$ cat src/design/tmbt_pkg.sv
// Shared constants, types and helpers for the touch median baseline tracker.
// No dependencies; imported by tmbt_median and the top level.
`default_nettype none

package tmbt_pkg;

  // block sizing
  localparam int CHANNELS    = 10;
  localparam int TAPS        = 5;
  localparam int SAMPLE_BITS = 16;

  // fixed field widths of the stream words
  localparam int NUM_FIELDS = 5;
  localparam int CHAN_W     = 4;
  localparam int FIELD_W    = 16;
  localparam int LEVEL_W    = 17;
  localparam int FLOOR_W    = 16;

  // taps actually used by the median, and the rank that selects it
  localparam int NTAP       = (TAPS < NUM_FIELDS) ? TAPS : NUM_FIELDS;
  localparam int MED_RANK   = NTAP / 2;
  localparam int RANK_W     = $clog2(NTAP + 1);

  // channel index width into the baseline memory
  localparam int CH_IDX_W   = (CHANNELS > 1) ? $clog2(CHANNELS) : 1;

  // packed stream widths, rounded up to whole bytes
  localparam int IN_BITS    = CHAN_W + NUM_FIELDS * FIELD_W;
  localparam int IN_DATA_W  = ((IN_BITS + 7) / 8) * 8;
  localparam int OUT_BITS   = CHAN_W + LEVEL_W + FLOOR_W;
  localparam int OUT_DATA_W = ((OUT_BITS + 7) / 8) * 8;

  // item kinds carried in tuser
  localparam logic OP_READING = 1'b0;
  localparam logic OP_TICK    = 1'b1;

  localparam logic [SAMPLE_BITS-1:0] SAMPLE_MAX = {SAMPLE_BITS{1'b1}};

  typedef logic [SAMPLE_BITS-1:0] sample_t;
  typedef logic [CH_IDX_W-1:0]    ch_idx_t;

  // controller states, one-hot
  typedef enum logic [3:0] {
    ST_IDLE = 4'b0001,
    ST_UPD  = 4'b0010,
    ST_TRD  = 4'b0100,
    ST_TWR  = 4'b1000
  } state_t;

endpackage : tmbt_pkg

`default_nettype wire

$ cat src/design/tmbt_median.sv
// Median selector over the first NTAP samples of a reading, by stable ranking.
// Depends on tmbt_pkg.
`default_nettype none

module tmbt_median (
  input  tmbt_pkg::sample_t samples [tmbt_pkg::NUM_FIELDS],
  output tmbt_pkg::sample_t med
);
  import tmbt_pkg::*;

  logic [RANK_W-1:0] rank [NTAP];

  // stable rank: earlier equal values count as smaller, so ranks form a permutation
  always_comb begin
    for (int i = 0; i < NTAP; i++) begin
      rank[i] = '0;
      for (int j = 0; j < NTAP; j++) begin
        if (j < i) begin
          if (samples[j] <= samples[i]) rank[i] = rank[i] + 1'b1;
        end else if (j > i) begin
          if (samples[j] < samples[i]) rank[i] = rank[i] + 1'b1;
        end
      end
    end
  end

  // pick the sample whose rank is the middle one
  always_comb begin
    med = samples[0];
    for (int i = 0; i < NTAP; i++) begin
      if (rank[i] == RANK_W'(MED_RANK)) med = samples[i];
    end
  end

endmodule : tmbt_median

`default_nettype wire

$ cat src/design/tmbt_floor_ram.sv
// Generic single-port-write, single-port-read RAM with registered read data.
// Holds the per-channel baselines; no dependencies.
`default_nettype none

module tmbt_floor_ram #(
  parameter int DEPTH = 10,
  parameter int WIDTH = 16,
  parameter int ADDR_W = (DEPTH > 1) ? $clog2(DEPTH) : 1
) (
  input  logic              clk,
  input  logic              we,
  input  logic [ADDR_W-1:0] waddr,
  input  logic [WIDTH-1:0]  wdata,
  input  logic              re,
  input  logic [ADDR_W-1:0] raddr,
  output logic [WIDTH-1:0]  rdata
);

  logic [WIDTH-1:0] mem [DEPTH];

  // write port
  always_ff @(posedge clk) begin
    if (we) begin
      mem[waddr] <= wdata;
    end
  end

  // read port, data held until the next read
  always_ff @(posedge clk) begin
    if (re) begin
      rdata <= mem[raddr];
    end
  end

endmodule : tmbt_floor_ram

`default_nettype wire

$ cat src/design/touch_median_baseline_tracker.sv
// Top level of the touch median baseline tracker: stream ports, controller,
// baseline memory and median selector. Depends on tmbt_pkg, tmbt_median, tmbt_floor_ram.
//
// Usage:
//   Input stream s_*: tuser selects the kind of word, 0 = reading, 1 = one-second
//   tick. A reading carries a channel and five raw counts in tdata. Each reading
//   for a valid channel gives one output word on m_*: channel, level (median
//   minus the updated baseline) and the updated baseline. Ticks and readings for
//   channels beyond the last one give no output word.
//   An accepted reading is read from the baseline memory, then the update step
//   loads the output register that drives m_tvalid once that register is free.
//   s_tready stays low until an item is done: a reading takes a memory read,
//   then modify and write back; a tick reads and writes each channel in turn.
//   The output register holds one finished word; the block keeps accepting
//   input while it waits. A second reading that finishes while the receiver
//   stalls waits in the update step, and s_tready stays low until the word moves.
//   Reset clears all baseline valid flags at once; no clearing pass is needed
//   and the block is ready in the first cycle after reset.
`default_nettype none

module touch_median_baseline_tracker (
  input  logic                           clk,
  input  logic                           rst,
  // s_tdata: channel[3:0], sample_a[19:4], sample_b[35:20], sample_c[51:36],
  //          sample_d[67:52], sample_e[83:68], zero pad[87:84]
  input  logic [tmbt_pkg::IN_DATA_W-1:0]  s_tdata,
  // s_tuser: opcode[0]
  input  logic                           s_tuser,
  input  logic                           s_tvalid,
  output logic                           s_tready,
  // m_tdata: out_channel[3:0], level[20:4], floor_value[36:21], zero pad[39:37]
  output logic [tmbt_pkg::OUT_DATA_W-1:0] m_tdata,
  output logic                           m_tvalid,
  input  logic                           m_tready
);
  import tmbt_pkg::*;

  // unpack input word
  logic [CHAN_W-1:0] in_channel;
  sample_t           in_samples [NUM_FIELDS];
  logic              in_accept;
  logic              in_valid_ch;

  assign in_channel = s_tdata[CHAN_W-1:0];
  always_comb begin
    for (int i = 0; i < NUM_FIELDS; i++) begin
      in_samples[i] = SAMPLE_BITS'(s_tdata[CHAN_W + i*FIELD_W +: FIELD_W]);
    end
  end
  assign in_accept   = s_tvalid && s_tready;
  assign in_valid_ch = (32'(in_channel) < CHANNELS);

  // median of the incoming reading
  sample_t in_med;
  tmbt_median u_median (
    .samples (in_samples),
    .med     (in_med)
  );

  // controller state
  state_t            state, state_next;
  sample_t           med_r;
  ch_idx_t           ch_r;
  ch_idx_t           cnt;
  logic [CHANNELS-1:0] floor_set;

  // baseline memory
  logic    ram_we, ram_re;
  ch_idx_t ram_waddr, ram_raddr;
  sample_t ram_wdata, ram_rdata;

  tmbt_floor_ram #(
    .DEPTH (CHANNELS),
    .WIDTH (SAMPLE_BITS)
  ) u_floor_ram (
    .clk   (clk),
    .we    (ram_we),
    .waddr (ram_waddr),
    .wdata (ram_wdata),
    .re    (ram_re),
    .raddr (ram_raddr),
    .rdata (ram_rdata)
  );

  // output register
  logic [CHAN_W-1:0]  out_channel;
  logic [LEVEL_W-1:0] level;
  logic [FLOOR_W-1:0] floor_value;
  logic               out_free;

  assign out_free = !m_tvalid || m_tready;
  assign s_tready = (state == ST_IDLE);

  // baseline update for a reading
  sample_t                 upd_floor;
  logic signed [SAMPLE_BITS:0] upd_diff;
  logic                    upd_fire;

  always_comb begin
    if (!floor_set[ch_r]) begin
      upd_floor = med_r;
    end else if (ram_rdata > med_r) begin
      upd_floor = ram_rdata - 1'b1;
    end else begin
      upd_floor = ram_rdata;
    end
    upd_diff = $signed({1'b0, med_r}) - $signed({1'b0, upd_floor});
  end
  assign upd_fire = (state == ST_UPD) && out_free;

  // tick raise of one channel
  logic tick_inc;
  assign tick_inc = floor_set[cnt] && (ram_rdata != SAMPLE_MAX);

  // memory port selection
  always_comb begin
    ram_re    = 1'b0;
    ram_raddr = cnt;
    ram_we    = 1'b0;
    ram_waddr = cnt;
    ram_wdata = ram_rdata + 1'b1;
    case (state)
      ST_IDLE: begin
        ram_re    = in_accept && (s_tuser == OP_READING) && in_valid_ch;
        ram_raddr = CH_IDX_W'(in_channel);
      end
      ST_UPD: begin
        ram_we    = upd_fire;
        ram_waddr = ch_r;
        ram_wdata = upd_floor;
      end
      ST_TRD: begin
        ram_re = 1'b1;
      end
      ST_TWR: begin
        ram_we = tick_inc;
      end
      default: begin
      end
    endcase
  end

  // next state
  always_comb begin
    state_next = state;
    case (state)
      ST_IDLE: begin
        if (in_accept) begin
          if (s_tuser == OP_TICK) begin
            state_next = ST_TRD;
          end else if (in_valid_ch) begin
            state_next = ST_UPD;
          end
        end
      end
      ST_UPD: begin
        if (out_free) state_next = ST_IDLE;
      end
      ST_TRD: begin
        state_next = ST_TWR;
      end
      ST_TWR: begin
        if (cnt == CH_IDX_W'(CHANNELS - 1)) begin
          state_next = ST_IDLE;
        end else begin
          state_next = ST_TRD;
        end
      end
      default: begin
        state_next = ST_IDLE;
      end
    endcase
  end

  // control registers
  always_ff @(posedge clk) begin
    if (rst) begin
      state     <= ST_IDLE;
      floor_set <= '0;
      cnt       <= '0;
      m_tvalid  <= 1'b0;
    end else begin
      state <= state_next;
      if (state == ST_IDLE) begin
        cnt <= '0;
      end else if (state == ST_TWR) begin
        cnt <= cnt + 1'b1;
      end
      if (upd_fire) begin
        floor_set[ch_r] <= 1'b1;
      end
      if (upd_fire) begin
        m_tvalid <= 1'b1;
      end else if (m_tready) begin
        m_tvalid <= 1'b0;
      end
    end
  end

  // payload registers
  always_ff @(posedge clk) begin
    if (in_accept) begin
      med_r <= in_med;
      ch_r  <= CH_IDX_W'(in_channel);
    end
    if (upd_fire) begin
      out_channel <= CHAN_W'(ch_r);
      level       <= LEVEL_W'(upd_diff);
      floor_value <= FLOOR_W'(upd_floor);
    end
  end

  assign m_tdata = OUT_DATA_W'({floor_value, level, out_channel});

endmodule : touch_median_baseline_tracker

`default_nettype wire
$ cat config.mk
export PLATFORM = sky130hd
export DESIGN_NAME = touch_median_baseline_tracker
export DESIGN_NICKNAME = d
export VERILOG_FILES = /design/src/design/tmbt_pkg.sv /design/src/design/tmbt_median.sv /design/src/design/tmbt_floor_ram.sv /design/src/design/touch_median_baseline_tracker.sv
export SDC_FILE = /design/constraint.sdc
export NUM_CORES = 1
export LEC_CHECK = 0
export BUFFER_PORTS_ARGS = -buffer_cell sky130_fd_sc_hd__buf_2
export CAP_MARGIN = 20
export CORE_UTILIZATION = 61
export DETAILED_ROUTE_END_ITERATION = 8
export MAX_ROUTING_LAYER = met4
export PLACE_DENSITY = 0.78
export SLEW_MARGIN = 10
export SYNTH_ARGS = -nofsm -noshare
export SYNTH_HDL_FRONTEND = slang
export SYNTH_SLANG_ARGS = --single-unit
$ cat constraint.sdc
create_clock -name clk -period 5.42 [get_ports clk]
set_clock_uncertainty 0.05 [all_clocks]
set_input_delay 0.813 -clock clk [delete_from_list [all_inputs] [get_ports clk]]
set_output_delay 0.813 -clock clk [all_outputs]
set_load 0.05 [all_outputs]
After elaboration in Yosys (flattened, before gate mapping)
Memory sizes are Yosys's and may differ from the RTL's. A register that Yosys moved wholly into a read port is not among the register bits.
Index checks and enable logic that the tools add are counted.
{"block": "totals", "mem_count": 1, "in_bits": 93, "ramBits": 160, "ff_bits": 76}
{"block": "classes", "n_lt_le_gt_ge": 21, "reduce_logical": 11, "muxes": 43, "n_bitwise": 2, "eq_ne": 13, "addsub": 16}
{"name": "u_floor_ram.mem", "words": 10, "width": 16, "rd": 1, "rd_ports_with_merged_regs": 1, "write_ports": 1, "line": "tmbt_floor_ram.sv:19", "rtl": "logic [WIDTH-1:0] mem [DEPTH];"}
{"op": "16-bit <= comparator", "n": 10}
{"op": "16-bit 2-to-1 mux", "n": 7}
{"op": "16-bit less-than comparator", "n": 6}
{"op": "3-bit 2-to-1 mux", "n": 13}
{"op": "3-bit by 1-bit adder with 3-bit output, second input constant", "n": 8}
{"op": "4-bit 2-to-1 mux", "n": 6}
{"op": "16-bit by 16-bit subtractor with 17-bit output", "n": 1}
{"op": "16-bit by 1-bit adder with 16-bit output, second input constant", "n": 1}
{"op": "16-bit greater-than comparator", "n": 1}
{"op": "16-bit inequality test, second input constant", "n": 1}
{"op": "4-bit one-hot mux with 4 select lines", "n": 1}
{"op": "16-bit by 1-bit subtractor with 16-bit output, second input constant", "n": 1}
{"op": "3-bit by 2-bit equality test with 1-bit output, second input constant", "n": 4}
{"op": "1-bit 2-to-1 mux", "n": 11}
{"op": "4-bit by 5-bit less-than comparator with 1-bit output, second input constant", "n": 2}
{"op": "10-bit OR", "n": 1}
{"op": "1-bit by 1-bit adder with 2-bit output, second input constant", "n": 4}
{"op": "1-bit binary-select mux with 4-bit select", "n": 2}
{"op": "4-bit equality test, second input constant", "n": 2}
{"op": "1-bit logical AND", "n": 6}
{"op": "4-bit by 1-bit adder with 4-bit output, second input constant", "n": 1}
{"op": "1-bit demux with 4-bit select", "n": 1}
{"op": "4-bit by 1-bit equality test with 1-bit output, second input constant", "n": 1}
{"op": "4-bit by 2-bit equality test with 1-bit output, second input constant", "n": 1}
{"op": "13 further kinds", "n": 14}

Logic depth before layout (Yosys ltp)
Gate-level depths: netlist of the first run.
{"block": "logic_depth", "word_depth": 13, "depth_mapped": 23}

By module
Synthesis of the first run repeated with hierarchy kept, for this count alone.
{"block": "unflattened", "hier_cells": 1553, "area_unflattened_um2": 17068.9}
{"mod": "tmbt_floor_ram", "cells_per_inst": 358, "area_each_um2": 6872.8, "instances": 1}
{"mod": "touch_median_baseline_tracker", "cells_per_inst": 553, "area_each_um2": 5310.1, "instances": 1}
{"mod": "tmbt_median", "cells_per_inst": 642, "area_each_um2": 4885.9, "instances": 1}

Worst setup path after synthesis of the first run
Ideal clock, no wire load.
{"block": "synth_path", "path_kind": "input to register", "startpoint": "input s_tdata[31] in the netlist's numbering", "endpoint": "register med_r[14] (data pin)", "path_stages": 16, "setup_slack_ns": 0.515, "arrival_ns": 4.586, "t_required_ns": 5.101, "setup_time_ns": 0.269, "cell_sequence": "inv_1 > ha_1 > and3_1 > a221o_1 > a221o_1 > or4b_4 > and2_2 > ha_1 > xnor2_1 > ha_1 > nor3b_1 > mux2i_1 > mux2i_4 > buf_12 > mux2i_1 > o221ai_2"}
{"block": "synth_between", "elab_chain_len": 13}
{"element": "from (decl)", "line": "touch_median_baseline_tracker.sv:26", "rtl": "input logic [tmbt_pkg::IN_DATA_W-1:0] s_tdata,"}
{"element": "16-bit <= comparator", "line": "tmbt_median.sv:19", "rtl": "if (samples[j] <= samples[i]) rank[i] = rank[i] + 1'b1;"}
{"element": "1-bit 2-to-1 mux", "line": "tmbt_median.sv:19"}
{"element": "1-bit by 1-bit adder with 2-bit output", "line": "tmbt_median.sv:21", "rtl": "if (samples[j] < samples[i]) rank[i] = rank[i] + 1'b1;"}
{"element": "3-bit 2-to-1 mux", "line": "tmbt_median.sv:21"}
{"element": "3-bit by 1-bit adder with 3-bit output", "line": "tmbt_median.sv:21"}
{"element": "3-bit 2-to-1 mux", "line": "tmbt_median.sv:21"}
{"element": "3-bit by 1-bit adder with 3-bit output", "line": "tmbt_median.sv:21"}
{"element": "3-bit 2-to-1 mux", "line": "tmbt_median.sv:21"}
{"element": "3-bit by 2-bit equality test with 1-bit output", "line": "tmbt_median.sv:31", "rtl": "if (rank[i] == RANK_W'(MED_RANK)) med = samples[i];"}
{"element": "16-bit 2-to-1 mux (3 in a row)", "line": "tmbt_median.sv:31"}
{"element": "16-bit 2-to-1 mux (*)", "line": "tmbt_median.sv:31"}
{"element": "via in_med[14]", "line": "touch_median_baseline_tracker.sv:54", "rtl": "sample_t in_med;"}
{"element": "to (signal assigned)", "line": "touch_median_baseline_tracker.sv:203", "rtl": "med_r <= in_med;"}
{"element": "to (decl)", "line": "touch_median_baseline_tracker.sv:62", "rtl": "sample_t med_r;"}
Mark *: on every way through the listed nets, which the timed path passes. The rest lies on a longest branch.
A chain may end at the register's enable or synchronous reset.

Worst setup path in the final report of the first run
{"block": "layout_path", "startpoint": "register med_r[14]", "endpoint": "register level[14] (data pin)"}
{"block": "layout_between", "elab_chain_len": 4}
{"element": "16-bit greater-than comparator", "line": "touch_median_baseline_tracker.sv:102", "rtl": "end else if (ram_rdata > med_r) begin"}
{"element": "16-bit 2-to-1 mux", "line": "touch_median_baseline_tracker.sv:102"}
{"element": "16-bit 2-to-1 mux", "line": "touch_median_baseline_tracker.sv:100", "rtl": "if (!floor_set[ch_r]) begin"}
{"element": "via upd_floor[0]", "line": "touch_median_baseline_tracker.sv:95", "rtl": "sample_t upd_floor;"}
{"element": "16-bit by 16-bit subtractor with 17-bit output", "line": "touch_median_baseline_tracker.sv:107", "rtl": "upd_diff = $signed({1'b0, med_r}) - $signed({1'b0, upd_floor});"}
{"element": "via upd_diff[14]", "line": "touch_median_baseline_tracker.sv:96", "rtl": "logic signed [SAMPLE_BITS:0] upd_diff;"}
{"element": "to (signal assigned)", "line": "touch_median_baseline_tracker.sv:208", "rtl": "level <= LEVEL_W'(upd_diff);"}
{"element": "to (decl)", "line": "touch_median_baseline_tracker.sv:87", "rtl": "logic [LEVEL_W-1:0] level;"}
The timed path passes the listed nets, and every way through them passes these cells.

==> results of run 1 <==
[final cells by class]
class	count	area, um2
flip-flops and latches	252	7380
clock buffers	34	659
fillers	1861	7690
clock inverters	12	118
multi-input cells	1030	8480
inverters	128	480
repair buffers	180	1050
well taps	335	419
[layer usage]
layer  vias to the layer above  part of all wire (%)  track usage (%)
met2                       544                    45             49.0
met4                         0                   2.0             6.40
met5                         -                     0                -
li1                       5862                     -                -
met3                        72                   8.1             4.24
met1                      5907                    44             44.5
[registers in the layout, indices dropped and copies added, names as in the netlist]
signal / flops
state: 4
floor_value: 16
floor_set: 10
level: 17
out_channel: 4
ch_r: 4
u_floor_ram.mem: 160
m_tvalid: 1
cnt: 4
med_r: 16
u_floor_ram.rdata: 16
[power groups by stage]
stage	clock [uW]	sequential (uW)	combinational, uW
after floorplan	0	2410	1440
after global placement	0	2420	1950
after detailed placement	0	2420	2000
after CTS	1670	2380	2030
after global routing	1740	2380	2310
final	1660	2380	2100
[cells in the mapped netlist, types with 4 or more instances]
master    count
and3_1       12
o221ai_1     19
a21boi_0      5
xor2_1       14
edfxtp_1    233
o22ai_1       4
inv_1       128
nand2_1      74
nor2b_1      30
nor4_1        9
o21ai_1       4
and2_1        5
clkbuf_1     36
or2_2         5
a211oi_1     22
o211ai_1      4
dfxtp_1      19
o21ai_0      54
o21a_1       14
nor2_1      106
buf_2         5
nand3_1      20
xnor2_1      29
a221o_1       6
nand2b_1     11
nor3_1       20
ha_1        203
and4_1        7
mux4_2       36
a221oi_1      4
a21oi_1      90
nand3b_1      7
nand4_1      36
mux2i_1      42
a31oi_1      23
a21o_1       48
[how the worst max path moves through the flow]
stage,from,endpoint,slack (ns),cells past startpoint
finish,med_r[14],level[14],0.30,22
global route,med_r[15],level[14],0.05,22
CTS,med_r[15],level[14],0.05,21
detailed placement,s_tdata[31],med_r[12],0.11,17
global placement,med_r[15],level[14],0.15,21
floorplan,s_tdata[31],med_r[14],0.51,16
[critical path, stage by stage, from the launching register on]
cell and delay (ns):
edfxtp_1 0.39, inv_1 0.08, ha_1 0.30, nand4_1 0.09, buf_4 0.17, nor4_4 0.31
a21boi_2 0.21, and3b_1 0.20, a21oi_1 0.12, buf_4 0.15, xnor2_1 0.11, o21ai_0 0.13
ha_1 0.23, fa_1 0.42, nor2b_1 0.14, o21ai_1 0.09, a21boi_1 0.20, o21a_1 0.21
nor2_4 0.07, a2111oi_4 0.41, o21bai_2 0.17, o2111a_1 0.28, a311o_1 0.33
[cells by family (layout without fill, tap and decap cells)]
family | after synthesis | after routing
other cells | 1 | 3
xor+xnor | 43 | 43
compound gates | 335 | 335
buf+inv | 177 | 354
flops | 252 | 252
fa+ha+maj | 205 | 205
simple gates | 362 | 362
mux | 82 | 82
[cell usage in the layout, fill, tap and decap left out, drive strengths merged, types with 36 or more instances in the layout]
cell type  count
a21o          48
a21oi         90
buf          177
clkbuf        37
edfxtp       233
ha           203
inv          128
mux2i         43
mux4          36
nand2         74
nand4         36
nor2         106
o21ai         60
[through the flow]
step | hold WS (ns) | utilization (%) | std cells | setup WS [ns]
6_report | 0.454 | 70.7 | 1971 | 0.303
3_3_place_gp | 0.412 | 67.4 | 1918 | 0.153
4_1_cts | 0.458 | 70.4 | 1964 | 0.0511
2_1_floorplan | 0.371 | - | 1459 | 0.515
5_1_grt | 0.469 | 70.7 | 1971 | 0.0471
3_5_place_dp | 0.445 | 67.4 | 1918 | 0.107
[timing repair]
item / in CTS / in global routing
setup endpoints to repair: 0 / 7
buffers inserted: 0 / 1
hold buffers: 0 / 0
resized for setup: 0 / 8
==> impl_metrics.tcl, run 1 <==
set metrics [dict create \
    antenna_found_initial 0 \
    worstPathMaxFanout 4 \
    p_comb_share_pct 34.2 \
    finalInstanceArea_um2 18600 \
    layout.nets 1914 \
    wl_um 42200 \
    reg2reg_depth 22 \
    ys_warn_count 0 \
    rows 59 \
    period_needed_ns 5.12 \
    worstPathArrival_ns 5.32 \
    cts-root-buf "clkbuf_16" \
    grtUsageTotal_pct 31.5 \
    yosys-top-cells-area "edfxtp_1 43%, ha_1 15%, mux4_2 4.9%" \
    synthFlopType "edfxtp_1" \
    start_kind "flop" \
    dp_hpwl_um 30900 \
    core_area_um2 26300 \
    hold_viol 0 \
    whs_path_depth 2 \
    power_density_nw_per_um2 330 \
    synth-xor-area-share_pct 2.29 \
    power_leakage_uw 0.00778 \
    holdPathEnd "floor_set[3]" \
    gr-total-overflow 0 \
    place_area_um2 17700 \
    wl_per_cell_um 21.4 \
    grt_pass1_wl_um 65500 \
    clock_path_buffers 3 \
    cp-end-kind "flop" \
    grt_pass1_vias 11900 \
    violations "DRC" \
    io_buffers 127 \
    seq_area_frac_synth_pct 44.8 \
    drc 7 \
    required_ns 5.62 \
    die_w_um 166 \
    cts_tree "built" \
    slew_headroom_pct 25.2 \
    setup_viol 0 \
    hold_class "flop to flop" \
    die-area_um2 27600 \
    numCtsBuffers 25 \
    synth-edff-count 233 \
    drt_iter0_markers 1189 \
    clk_pin_slew_worst_paths_ns 0.07 \
    clkLatencyLatePin_ns 0.52 \
    ant_nets 0 \
    swShare_pct 32.9 \
    synth_largest_type_area_fraction_pct 42.5 \
    outcome "finished with violations" \
    synth_simple_gate_area_share_pct 11.3 \
    synth-adder-area-share_pct 15.6 \
    reg2reg_slack_ns 0.30 \
    synth_top_area_cell "edfxtp_1" \
    synth_top_family_by_area "adder cells" \
    synth_compound_area_share_pct 13.8 \
    area_delta_synth_final_pct 12.9 \
    globalplace.congestion 0.950 \
    max_freq_ghz 0.195 \
    cts.sinks 252 \
    hold_start "floor_set[3]" \
    n_antenna_cell 0 \
    rsz0062_at_grt "false" \
    syn_avg_cell_area_um2 11.3 \
    synth_area_um2 16500 \
    worst_slew_pin_slew_ns 1.11 \
    critical_path_class "flop to flop" \
    clkPwrFrac_pct 27.0 \
    switching_power_uw 2020 \
    via_count 12400 \
    viasPerCell 6.28 \
    cts_htree_levels 1 \
    synth-seq-cells 252 \
    syn-instance-count 1457 \
    intPower_uw 4110 \
    drv_slew 0 \
    total_power_uw 6130 \
    grt_max_degree 36 \
    boundaryPins 135 \
    async_flop_share_pct 0 \
    peakVddDrop_mv 0.275 \
    start_util_pct 62.6 \
    setup_tns_ns 0 \
    synthMuxAreaShare_pct 7.82 \
    period_share_pct 94.4 \
    seqPwrFrac_pct 38.8 \
    r2r_start "med_r[14]" \
    dieHeight_um 166 \
    r2r-end "level[14]" \
    yosysUniqueCellTypes 86 \
    drtPass1Iterations 7 \
    cap_violations 0 \
    drive_above_1_share_pct 17.7 \
]
(Power assumes the default switching activity.)
==> inputs of run 2 (changes only) <==
clock period = 5 ns   (was 5.42 ns; I/O delays follow)
==> run 2 against run 1 <==
Critical path depth stayed put. First-iteration DRC count is 12% higher. Combinational power is 25% higher. Sequential power is 8% higher. Largest cell class unchanged. Count of clock-buffer cells in the layout is 4 lower. Hold slack worse by 0.034 ns. The flow still finishes with violations (DRC). Clock power is 9.6% higher. Non-clock buffer count is 80 higher. Global-route usage is 0.84 points higher. Fmax is 3.0% higher. Setup slack worse by 0.27 ns.
==> impl_metrics.tcl, run 2 (synthesis results as in run 1) <==
set metrics [dict create \
    cp-end-kind "flop" \
    pre_cts_slack_ns -0.368 \
    place_inst 1998 \
    ant_nets 0 \
    cap_violations 0 \
    io_buffers 127 \
    boundaryPins 135 \
    drt_iter0_markers 1327 \
    worst_slew_pin_slew_ns 1.14 \
    total_power_uw 7010 \
    cts_htree_levels 1 \
    largestRegisters "u_floor_ram.mem: 160 flops, level: 17 flops" \
    peakVddDrop_mv 0.316 \
    largest_reg_flops 160 \
    layout_commonest_cell "edfxtp_1" \
    cts.sinks 252 \
    cts_hold_buf 0 \
    critical_path_class "flop to flop" \
    worst_path_max_delay_cell "edfxtp_1" \
    cts-root-buf "clkbuf_16" \
    slowest_delay_ns 0.47 \
    setup_ws_ns 0.0309 \
    stdcell_count 2050 \
    finalInstanceArea_um2 19300 \
    regMostFlops "u_floor_ram.mem" \
    final_cell_mix "233 x edfxtp_1, 199 x ha_1, 129 x buf_2" \
    hold_start "s_tdata[2]" \
    period_needed_ns 4.97 \
    clkLatencyLatePin_ns 0.52 \
    grt_pass1_vias 12800 \
    clock_path_buffers 3 \
    dieHeight_um 166 \
    drc 7 \
    critPathLaunch "u_floor_ram.rdata[15]" \
    grt_max_degree 33 \
    power_density_nw_per_um2 363 \
    wl_um 43800 \
    area_delta_synth_final_pct 17.4 \
    power_leakage_uw 0.00820 \
    place_area_um2 18300 \
    drtPass1Iterations 8 \
    setup_viol 0 \
    n_antenna_cell 0 \
    hold_ws_ns 0.420 \
    die_w_um 166 \
    violations "DRC" \
    required_ns 5.21 \
    drv_slew 0 \
    wl_per_cell_um 21.4 \
    worstPathMaxFanout 4 \
    via_count 12900 \
    grtUsageTotal_pct 32.3 \
    drive_above_1_share_pct 22.7 \
    start_util_pct 62.6 \
    rows 59 \
    rsz0062_at_grt "true" \
    path_cells "ha_4 > nand4_1 > buf_6 > nor4_4 > a21boi_2 > and3b_1 > a21oi_1 > buf_4 > buf_4 > nand3_1 > xnor2_2 > a21oi_2 > ha_1 > a21boi_2 > o21a_1 > nor2_4 > buf_6 > nor2_4 > a311o_1 > o21bai_4 > o21ai_4 > a311o_1" \
    clk_pin_slew_worst_paths_ns 0.06 \
    hold_class "primary input to flop" \
    period_share_pct 99.4 \
    core_area_um2 26300 \
    die-area_um2 27600 \
    dp_hpwl_um 32300 \
    antenna_found_initial 0 \
    worstPathArrival_ns 5.18 \
    max_freq_ghz 0.201 \
    viasPerCell 6.31 \
    slew_headroom_pct 23.0 \
    grt_pass1_wl_um 67700 \
    layout.nets 1994 \
    fillers 1794 \
    numCtsBuffers 25 \
    globalplace.congestion 0.963 \
    start_kind "flop" \
    hold_viol 0 \
    r2r_start "u_floor_ram.rdata[15]" \
    outcome "finished with violations" \
    cts_tree "built" \
    gr-total-overflow 0 \
]
## run 2: changes by cell type in the layout (fill, tap and decap cells not counted), sizes merged
cell,delta
buf,+83
inv,+1
clkinv,+2
clkbuf,-7
## run 2: worst paths after layout
check / to / slack (ns) / cells after the start
min reg2reg: floor_set[7] / 0.45 / 2
max: level[14] / 0.03 / 22
min: ch_r[2] / 0.42 / 1
max reg2reg: level[14] / 0.03 / 22
## run 2: power breakdown
part           leakage, uW  switching (uW)  internal [uW]
clock             0.000378             794           1030
combinational      0.00556            1470           1160
sequential         0.00226            57.1           2500
total              0.00820            2320           4690
## run 2: worst max-delay path, delay by kind of cell, from the launching register on
kind	cells	cell delay, ns
adders and majority gates	2	0.60
xor gates and xnor gates	1	0.20
DFF	1	0.47
AOI/OAI and AO/OA	9	1.94
and+or+nand+nor	6	0.90
buffers and inverters	4	0.55
## run 2: layer usage
layer	up-vias	routed length [um]	global-route usage [%]
met5	-	0	-
met4	0	1240	8.57
met3	113	2970	3.60
met2	607	20500	51.7
met1	6196	19100	44.2
li1	6020	-	-
## run 2: cell type report
| type | instances | area (um2) | share of cell area (%) |
|---|---|---|---|
| clock inverters | 15 | 143 | 0.738 |
| inverters | 128 | 480 | 2.49 |
| clock buffers | 30 | 644 | 3.34 |
| flip-flops and latches | 252 | 7380 | 38.2 |
| well taps | 335 | 419 | 2.17 |
| multi-input cells | 1030 | 8600 | 44.5 |
| repair buffers | 260 | 1650 | 8.56 |
## run 2: per-stage QoR
stage                     setup TNS (ns)  util [%]
final                                  0      73.5
after global routing              -0.244      73.5
after CTS                              0      73.0
after detailed placement           -3.95      69.7
after global placement            -0.649      69.7
after floorplan                        0         -
## run 2: repair_timing
action	CTS	global route
endpoints found under the setup margin	8	13
resized for setup	11	27
pin swaps	6	10
setup buffers	2	3
